[config.mk]
export PLATFORM = sky130hd
export DESIGN_NAME = servo_bus_packet_deframer
export DESIGN_NICKNAME = d
export VERILOG_FILES = /design/src/design/sbd_pkg.sv /design/src/design/servo_bus_packet_deframer.sv /design/src/design/sbd_ram.sv /design/src/design/sbd_parse.sv /design/src/design/sbd_replay.sv
export SDC_FILE = /design/constraint.sdc
export NUM_CORES = 1
export LEC_CHECK = 0
export BUFFER_PORTS_ARGS = -buffer_cell sky130_fd_sc_hd__buf_2
export CORE_ASPECT_RATIO = 1.5
export CORE_MARGIN = 1
export CORE_UTILIZATION = 40
export DETAILED_ROUTE_END_ITERATION = 8
export GPL_TIMING_DRIVEN = 0
export PLACE_DENSITY = 0.52
export RECOVER_POWER = 50
export SLEW_MARGIN = 10
export SYNTH_ARGS = -nofsm -noshare
export SYNTH_HDL_FRONTEND = slang
export SYNTH_SLANG_ARGS = --single-unit
[constraint.sdc]
create_clock -name clk -period 4.9 [get_ports clk]
set_input_delay 0.49 -clock clk [delete_from_list [all_inputs] [get_ports clk]]
set_output_delay 0.49 -clock clk [all_outputs]
set_load 0.02 [all_outputs]
[src/design/sbd_pkg.sv]
// ----------------------------------------------------------------------------
// sbd_pkg: shared types and constants of the servo bus packet deframer
// Holds store geometry, framing constants and the structs passed between the
// parser, the payload store and the replay unit.
// ----------------------------------------------------------------------------
package sbd_pkg;

  localparam int STORE_DEPTH = 64;
  localparam int ADDR_W      = $clog2(STORE_DEPTH);

  localparam logic [7:0] HEADER_BYTE = 8'hFF;
  localparam logic [7:0] MIN_LEN     = 8'd2;

  // Write port of the payload store
  typedef struct packed {
    logic              en;
    logic [ADDR_W-1:0] addr;
    logic [7:0]        data;
  } sbd_wr_t;

  // Replay request for a packet whose checksum matched
  typedef struct packed {
    logic       start;
    logic [7:0] id;
    logic [6:0] length;
  } sbd_job_t;

endpackage

[src/design/servo_bus_packet_deframer.sv]
// ----------------------------------------------------------------------------
// servo_bus_packet_deframer: FF FF id length payload checksum deframer
// Finds servo bus packets in a byte stream and replays validated payloads.
// ----------------------------------------------------------------------------
// Usage:
//   Input channel (in_valid/in_ready/in_rx_byte) takes one received byte per
//   transaction. Each byte is parsed in the cycle it is accepted; payload
//   bytes are written into a 64-entry store.
//   When the checksum byte matches the inverted sum of id, length and
//   payload, the block replays length-1 results on the output channel:
//   id, length, byte index, payload byte and a last mark on the final one.
//   Packets with a bad length or checksum produce nothing.
//   The replay request is registered after the checksum byte is accepted;
//   each result then passes through a store read and the output register,
//   and the next read issues only once the previous one has landed.
//   While a replay is in progress in_ready is low and input is blocked;
//   otherwise one byte per cycle.
//   A stall on out_ready holds the output register and pauses store reads.
//   Reset returns the parser to the header hunt and cancels any replay; the
//   store needs no clearing.
// ----------------------------------------------------------------------------
module servo_bus_packet_deframer #(
  parameter int MAX_PAYLOAD = 64
) (
  input  logic       clk,
  input  logic       rst_n,
  input  logic       in_valid,
  output logic       in_ready,
  input  logic [7:0] in_rx_byte,
  output logic       out_valid,
  input  logic       out_ready,
  output logic [7:0] out_packet_id,
  output logic [6:0] out_packet_length,
  output logic [5:0] out_byte_index,
  output logic [7:0] out_payload_byte,
  output logic       out_last
);
  import sbd_pkg::*;

  sbd_wr_t           wr;
  sbd_job_t          job;
  logic              busy;
  logic              rd_en;
  logic [ADDR_W-1:0] rd_addr;
  logic [7:0]        rd_data;
  logic              in_fire;

  // Hold input while the store is being replayed
  assign in_ready = !busy;
  assign in_fire  = in_valid && in_ready;

  sbd_parse #(
    .MAX_PAYLOAD (MAX_PAYLOAD)
  ) u_parse (
    .clk     (clk),
    .rst_n   (rst_n),
    .in_fire (in_fire),
    .in_byte (in_rx_byte),
    .wr      (wr),
    .job_r   (job)
  );

  sbd_ram u_ram (
    .clk       (clk),
    .wr        (wr),
    .rd_en     (rd_en),
    .rd_addr   (rd_addr),
    .rd_data_r (rd_data)
  );

  sbd_replay u_replay (
    .clk         (clk),
    .rst_n       (rst_n),
    .job         (job),
    .busy_r      (busy),
    .rd_en       (rd_en),
    .rd_addr     (rd_addr),
    .rd_data     (rd_data),
    .out_valid_r (out_valid),
    .out_ready   (out_ready),
    .out_id_r    (out_packet_id),
    .out_len_r   (out_packet_length),
    .out_idx_r   (out_byte_index),
    .out_byte_r  (out_payload_byte),
    .out_last_r  (out_last)
  );

`ifndef ASSERT_OFF
  // A result only appears during a replay
  a_out_in_replay: assert property (@(posedge clk) disable iff (!rst_n)
    out_valid |-> busy)
    else $error("result presented outside a replay");

  // A replay never starts on top of another
  a_start_idle: assert property (@(posedge clk) disable iff (!rst_n)
    job.start |-> $past(!busy))
    else $error("replay started while busy");

  // Index stays inside the packet and last marks the final byte
  a_index_range: assert property (@(posedge clk) disable iff (!rst_n)
    out_valid |-> ({1'b0, out_byte_index} + 7'd2 <= out_packet_length) &&
                  (out_last == ({1'b0, out_byte_index} + 7'd2 == out_packet_length)))
    else $error("byte index or last mark inconsistent with length");

  // Input is held off while results are pending
  a_no_input_on_output: assert property (@(posedge clk) disable iff (!rst_n)
    out_valid |-> !in_ready)
    else $error("input accepted during replay");
`endif

endmodule

[src/design/sbd_ram.sv]
// ----------------------------------------------------------------------------
// sbd_ram: payload store
// One write port and one read port, read data registered.
// ----------------------------------------------------------------------------
module sbd_ram (
  input  logic                      clk,
  input  sbd_pkg::sbd_wr_t          wr,
  input  logic                      rd_en,
  input  logic [sbd_pkg::ADDR_W-1:0] rd_addr,
  output logic [7:0]                rd_data_r
);
  import sbd_pkg::*;

  logic [7:0] mem_r [STORE_DEPTH];

  // Write and registered read
  always_ff @(posedge clk) begin
    if (wr.en) begin
      mem_r[wr.addr] <= wr.data;
    end
    if (rd_en) begin
      rd_data_r <= mem_r[rd_addr];
    end
  end

endmodule

[src/design/sbd_parse.sv]
// ----------------------------------------------------------------------------
// sbd_parse: header hunt, length check and checksum
// Walks each received byte through the frame, writes payload bytes into the
// store and raises a replay request when the checksum matches.
// ----------------------------------------------------------------------------
module sbd_parse #(
  parameter int MAX_PAYLOAD = 64
) (
  input  logic              clk,
  input  logic              rst_n,
  input  logic              in_fire,
  input  logic [7:0]        in_byte,
  output sbd_pkg::sbd_wr_t  wr,
  output sbd_pkg::sbd_job_t job_r
);
  import sbd_pkg::*;

  localparam int         LIMIT_INT = (MAX_PAYLOAD < STORE_DEPTH) ? MAX_PAYLOAD : STORE_DEPTH;
  localparam logic [7:0] LEN_LIMIT = 8'(LIMIT_INT);

  typedef enum logic [2:0] {
    PH_HUNT,
    PH_HDR2,
    PH_ID,
    PH_LEN,
    PH_BODY
  } phase_t;

  phase_t     phase_r, phase_nxt;
  logic [7:0] id_r, id_nxt;
  logic [6:0] len_r, len_nxt;
  logic [6:0] cnt_r, cnt_nxt;
  logic [7:0] sum_r, sum_nxt;
  sbd_job_t   job_nxt;
  logic [6:0] cnt_inc;

  assign cnt_inc = cnt_r + 7'd1;

  // Advance the frame on each accepted transaction
  always_comb begin
    phase_nxt = phase_r;
    id_nxt    = id_r;
    len_nxt   = len_r;
    cnt_nxt   = cnt_r;
    sum_nxt   = sum_r;
    job_nxt   = '{start: 1'b0, id: id_r, length: len_r};
    wr.en     = 1'b0;
    wr.addr   = cnt_r[ADDR_W-1:0];
    wr.data   = in_byte;
    if (in_fire) begin
      case (phase_r)
        PH_HDR2: begin
          phase_nxt = (in_byte == HEADER_BYTE) ? PH_ID : PH_HUNT;
        end
        PH_ID: begin
          id_nxt    = in_byte;
          phase_nxt = PH_LEN;
        end
        PH_LEN: begin
          cnt_nxt = '0;
          if (in_byte < MIN_LEN || in_byte > LEN_LIMIT) begin
            phase_nxt = PH_HUNT;
          end else begin
            len_nxt   = in_byte[6:0];
            sum_nxt   = id_r + {1'b0, in_byte[6:0]};
            phase_nxt = PH_BODY;
          end
        end
        PH_BODY: begin
          wr.en   = 1'b1;
          cnt_nxt = cnt_inc;
          if (cnt_inc >= len_r) begin
            // Checksum byte: compare with inverted running sum
            job_nxt.start = (~sum_r == in_byte);
            phase_nxt     = PH_HUNT;
          end else begin
            sum_nxt = sum_r + in_byte;
          end
        end
        default: begin
          phase_nxt = (in_byte == HEADER_BYTE) ? PH_HDR2 : PH_HUNT;
        end
      endcase
    end
  end

  // Hold state and the registered replay request
  always_ff @(posedge clk) begin
    if (!rst_n) begin
      phase_r     <= PH_HUNT;
      id_r        <= '0;
      len_r       <= '0;
      cnt_r       <= '0;
      sum_r       <= '0;
      job_r.start <= 1'b0;
    end else begin
      phase_r     <= phase_nxt;
      id_r        <= id_nxt;
      len_r       <= len_nxt;
      cnt_r       <= cnt_nxt;
      sum_r       <= sum_nxt;
      job_r.start <= job_nxt.start;
    end
    job_r.id     <= job_nxt.id;
    job_r.length <= job_nxt.length;
  end

endmodule

[src/design/sbd_replay.sv]
// ----------------------------------------------------------------------------
// sbd_replay: payload replay
// Reads the buffered payload bytes back from the store and
// presents them one per transaction through an output register.
// ----------------------------------------------------------------------------
module sbd_replay (
  input  logic                       clk,
  input  logic                       rst_n,
  input  sbd_pkg::sbd_job_t          job,
  output logic                       busy_r,
  output logic                       rd_en,
  output logic [sbd_pkg::ADDR_W-1:0] rd_addr,
  input  logic [7:0]                 rd_data,
  output logic                       out_valid_r,
  input  logic                       out_ready,
  output logic [7:0]                 out_id_r,
  output logic [6:0]                 out_len_r,
  output logic [5:0]                 out_idx_r,
  output logic [7:0]                 out_byte_r,
  output logic                       out_last_r
);
  import sbd_pkg::*;

  logic [7:0]        id_r;
  logic [6:0]        len_r;
  logic [ADDR_W-1:0] issue_idx_r;
  logic              issue_done_r;
  logic              rd_pend_r;
  logic [ADDR_W-1:0] pend_idx_r;
  logic              pend_last_r;
  logic [ADDR_W-1:0] last_idx;
  logic              slot_free;
  logic              issue;
  logic              issue_last;

  // Issue a read only when the output register will be empty as data lands
  assign last_idx   = ADDR_W'(len_r - 7'd2);
  assign slot_free  = !out_valid_r || out_ready;
  assign issue      = busy_r && !issue_done_r && !rd_pend_r && slot_free;
  assign issue_last = (issue_idx_r == last_idx);
  assign rd_en      = issue;
  assign rd_addr    = issue_idx_r;

  always_ff @(posedge clk) begin
    if (!rst_n) begin
      busy_r       <= 1'b0;
      issue_done_r <= 1'b0;
      rd_pend_r    <= 1'b0;
      out_valid_r  <= 1'b0;
    end else begin
      // Start a new packet
      if (job.start) begin
        busy_r       <= 1'b1;
        issue_done_r <= 1'b0;
        issue_idx_r  <= '0;
        id_r         <= job.id;
        len_r        <= job.length;
      end
      // Advance the read pointer
      if (issue) begin
        issue_idx_r <= issue_idx_r + ADDR_W'(1);
        pend_idx_r  <= issue_idx_r;
        pend_last_r <= issue_last;
        if (issue_last) begin
          issue_done_r <= 1'b1;
        end
      end
      rd_pend_r <= issue;
      // Load or drain the output register
      if (rd_pend_r) begin
        out_valid_r <= 1'b1;
        out_id_r    <= id_r;
        out_len_r   <= len_r;
        out_idx_r   <= 6'(pend_idx_r);
        out_byte_r  <= rd_data;
        out_last_r  <= pend_last_r;
      end else if (out_ready) begin
        out_valid_r <= 1'b0;
      end
      // Drop busy once the final byte is taken
      if (out_valid_r && out_ready && out_last_r) begin
        busy_r <= 1'b0;
      end
    end
  end

endmodule
==> results.txt <==
----------------------------------------------------
[Floorplanning]
  Site row count ... 111
  Horizontal die dimension ... 205 um
  Die outline area ... 63,100 um^2
  Top-level I/O count ... 44
  Starting density of the core ... 40.5%
  Core area ... 61,200 um^2
  Die extent in y ... 307 um

[STA]
  Slew of the pin with the lowest slew margin ... 3540 ps
  Minimum clock period after layout ... 4150 ps
  Post-route setup TNS ... 0 ps
  Worst path setup slack after routing ... 746 ps
  Max Slew Vio Count ... 242
  Unrepaired setup endpoints after global routing ... false
  Post-route clock skew ... 32.2 ps
  Final setup violating endpoints ... 0
  Relative slew margins ... -136%
  Final count of hold timing violations ... 0
  Maximum operating frequency ... 241 MHz
  Period Utilization, post-route ... 84.8%

[Power and ir drop]
  Total power draw ... 10,400 uW
  Pwr per Cell Area ... 374 nW/um^2
  Fraction of power consumed by the clock network ... 42.6%
  Proportion of total power due to net switching ... 19.9%
  Switching power of the nets ... 2080 uW
  Max VDD drop ... 0.279 mV
  Part of the total power dissipated in combinational logic ... 1.2%
  Sequential fraction of design power ... 56.2%
  Internal cell power ... 8350 uW
  Leakage power ... 0.00912 uW

[Detailed routing]
  Highest signal layer in the routed design ... met4
  Drt via density ... 5.70
  Antenna Nets Post-Route ... 0
  Initial DRC count ... 1,125
  Met3 wirelength from detailed routing ... 3.09 mm
  WL met2 ... 35.3 mm
  Wire length on met1 ... 25.7 mm
  Via count ... 12,900
  Total Wirelength ... 66.1 mm
  DRC Markers ... 0
  First-pass iteration count of the detailed router ... 7
  Routed length per placed instance ... 29.1 um

[Worst setup path]
  Path type of the worst setup path ... primary input to flip-flop
  Critical path startpoint category ... primary input
  Category of the worst setup path capture point ... flip-flop
  Worst setup path start ... in_rx_byte[2]
  Crit Path Max Fanout ... 70
  Required time reported for the critical path endpoint ... 5440 ps
  Reg2reg start ... u_replay.rd_addr[1]
  Crit path arrival time ... 4690 ps

[Cells and area]
  Final nets ... 1,475
  Share of layout cells above drive strength 1 ... 19.7%
  Final instance count without filler cells ... 2,270
  Area growth from synthesis to layout ... 12.2%
  Antenna diodes ... 0

[Yosys]
  Number of synthesized register bits ... 631
  Distinct cells, synth ... 65
  Mean area per synthesized cell ... 18.6 um^2
  Synth warnings ... 0
  Cell count after synthesis ... 1,334
  Prevailing post-synth register cell ... edfxtp_1
  Number of synthesized flops with an enable pin ... 578
  Area of the mapped netlist ... 24,800 um^2
  Register area share after synthesis ... 74.2%
  Share of synthesized registers carrying an async set or reset ... 0%
  Number of nets in the synthesized netlist ... 1,372

[Min path]
  Worst hold start ... out_ready
  Worst min-delay path class ... primary input to flip-flop

[Clocking]
  H-tree levels ... 2
  CTS clock-pin slew for the worst setup and hold paths ... 70 ps
  Cts-stage hold buffer count ... 0
  Number of clock buffers inserted by TritonCTS ... 59
  Clock Sink Count ... 631
  Root buffer cell ... clkbuf_16
  Insertion delay to the later sink of the worst-skew pair ... 640 ps
  Clock tree from TritonCTS ... done
  Post-CTS setup repair buffer count ... 0
  Resize count post-CTS ... 0
  CTS Buffer Depth ... 3

[Status]
  Status ... complete, but fails checks
  Failing checks ... capacitance limit, slew limit

[Place]
  Total placed cells including tap cells ... 2,167
  Worst slack at placement ... 1000 ps
  Post-DP HPWL ... 43.4 mm
  Last weighted congestion value of the routability-driven placer ... 0.861
  IO Port Bufs ... 42

[Run]
  Reported max-cap violation count ... 4

[Global routing]
  Global-route congestion overflow total ... 0
  Via count of the first global-routing pass ... 13,300
  Maximum number of pins on one net before global-route repair ... 72
  Global-route wire length before repair ... 95.1 mm
  Overall track demand over capacity in global routing ... 21.5%
  Antenna violations before repair ... 0

----------------------------------------------------
## per-layer routing
layer | vias to the layer above | track usage (%)
met4 | 0 | 6.84
met3 | 105 | 2.94
li1 | 5576 | -
met1 | 6878 | 26.4
met5 | - | 0
met2 | 389 | 38.7
## cell usage in the layout, fill, tap and decap left out, drive strengths merged, types with 11 or more instances in the layout
cell type	instances
a22oi	23
clkinv	24
xnor2	12
nor2	131
nor2b	11
inv	22
nor3	18
ha	24
nand2	39
a211oi	11
buf	79
mux2i	45
mux4	124
a21oi	28
o21ai	17
edfxtp	578
clkbuf	99
dfxtp	53
nand3	16
## cells by family (layout without fill, tap and decap cells)
logic type               count (synthesis)  in the layout  synth area share (%)
buffers and inverters                   84            229                  1.55
AO/OA/AOI/OAI                          143            143                  4.21
AND/OR/NAND/NOR                        256            256                  4.70
flip-flops                             631            631                  74.2
multiplexers                           174            174                  13.3
adder cells (fa/ha/maj)                 26             26                  1.37
XOR/XNOR                                20             20                 0.706
## area by class of cell
type / instances / area, um^2
fillers: 5227 / 33400
clock inverters: 29 / 249
repair buffers: 42 / 219
multi-input cells: 619 / 6030
well taps: 791 / 990
clock buffers: 74 / 1580
plain buffers: 62 / 302
inverters: 22 / 82.6
flip-flops and latches: 631 / 18400
## flip-flops by register name (all words and copies together), names as in the netlist, 7 cells and up
signal and cells:
u_ram.rd_data_r 8, u_replay.out_id_r 8, u_ram.mem_r 512, u_replay.out_byte_r 8, u_replay.out_len_r 7, u_parse.job_r 16, u_parse.id_r 8, u_replay.id_r 8
u_replay.len_r 7, u_parse.len_r 7, u_parse.cnt_r 7, u_parse.sum_r 8
## power groups by stage
stage | clock (uW) | combinational [uW] | sequential [uW]
5_1_grt | 4710 | 135 | 5860
6_report | 4450 | 125 | 5860
3_5_place_dp | 0 | 129 | 5980
3_3_place_gp | 0 | 121 | 5980
4_1_cts | 4530 | 129 | 5860
2_1_floorplan | 0 | 28.2 | 5970
## final timing paths
| path | endpoint | slack [ps] | cells past startpoint |
|---|---|---|---|
| max | u_parse.sum_r[6] | 750 | 8 |
| min | u_replay.busy_r | 100 | 2 |
| max reg2reg | u_ram.rd_data_r[4] | 940 | 6 |
| min reg2reg | u_parse.job_r[4] | 370 | 0 |
## Yosys cell counts (all sizes together) (2+ instances only)
| cell | n | area, um^2 |
|---|---|---|
| dfxtp | 53 | 1060 |
| xnor2 | 12 | 105 |
| or3b | 2 | 20.0 |
| fa | 2 | 40.0 |
| a2111oi | 6 | 71.3 |
| a221oi | 5 | 43.8 |
| nand4 | 5 | 31.3 |
| nor3 | 18 | 95.1 |
| nor2 | 131 | 494 |
| a22oi | 23 | 173 |
| o21ai | 17 | 85.1 |
| a21oi | 28 | 140 |
| a21o | 2 | 15.0 |
| mux2 | 5 | 56.3 |
| xor2 | 8 | 70.1 |
| nand3b | 6 | 45.0 |
| o22ai | 7 | 43.8 |
| a211o | 5 | 43.8 |
| o211ai | 2 | 15.0 |
| nand2b | 9 | 56.3 |
| nor2b | 11 | 68.8 |
| buf | 40 | 219 |
| a31oi | 8 | 65.1 |
| clkbuf | 22 | 82.6 |
| or3 | 2 | 12.5 |
| a211oi | 11 | 97.6 |
| ha | 24 | 300 |
| nand2 | 39 | 146 |
| inv | 21 | 78.8 |
| o221ai | 5 | 43.8 |
| o31ai | 5 | 37.5 |
| mux4 | 124 | 2790 |
| a22o | 6 | 52.6 |
| o21a | 3 | 22.5 |
| a32o | 2 | 20.0 |
| edfxtp | 578 | 17400 |
| nor4 | 5 | 31.3 |
| and2 | 4 | 25.0 |
| or2 | 3 | 18.8 |
| nand3 | 16 | 80.1 |
| mux2i | 45 | 450 |
## critical path: stages
cell and delay (ps):
clkbuf_1 2370, ha_1 600, nand2b_1 140, a21oi_1 90
or4b_2 610, o211ai_1 110, nand3_1 90, a21oi_1 140
## metrics by stage
step,area [um^2],hold WS [ps],util [%]
after floorplan,24800,351,-
after global placement,26000,361,42.5
after detailed placement,26000,366,42.5
after CTS,27900,72.0,45.5
after global routing,27900,104,45.5
final,27900,103,45.5
No activity file was read; power rests on OpenSTA's default activity.
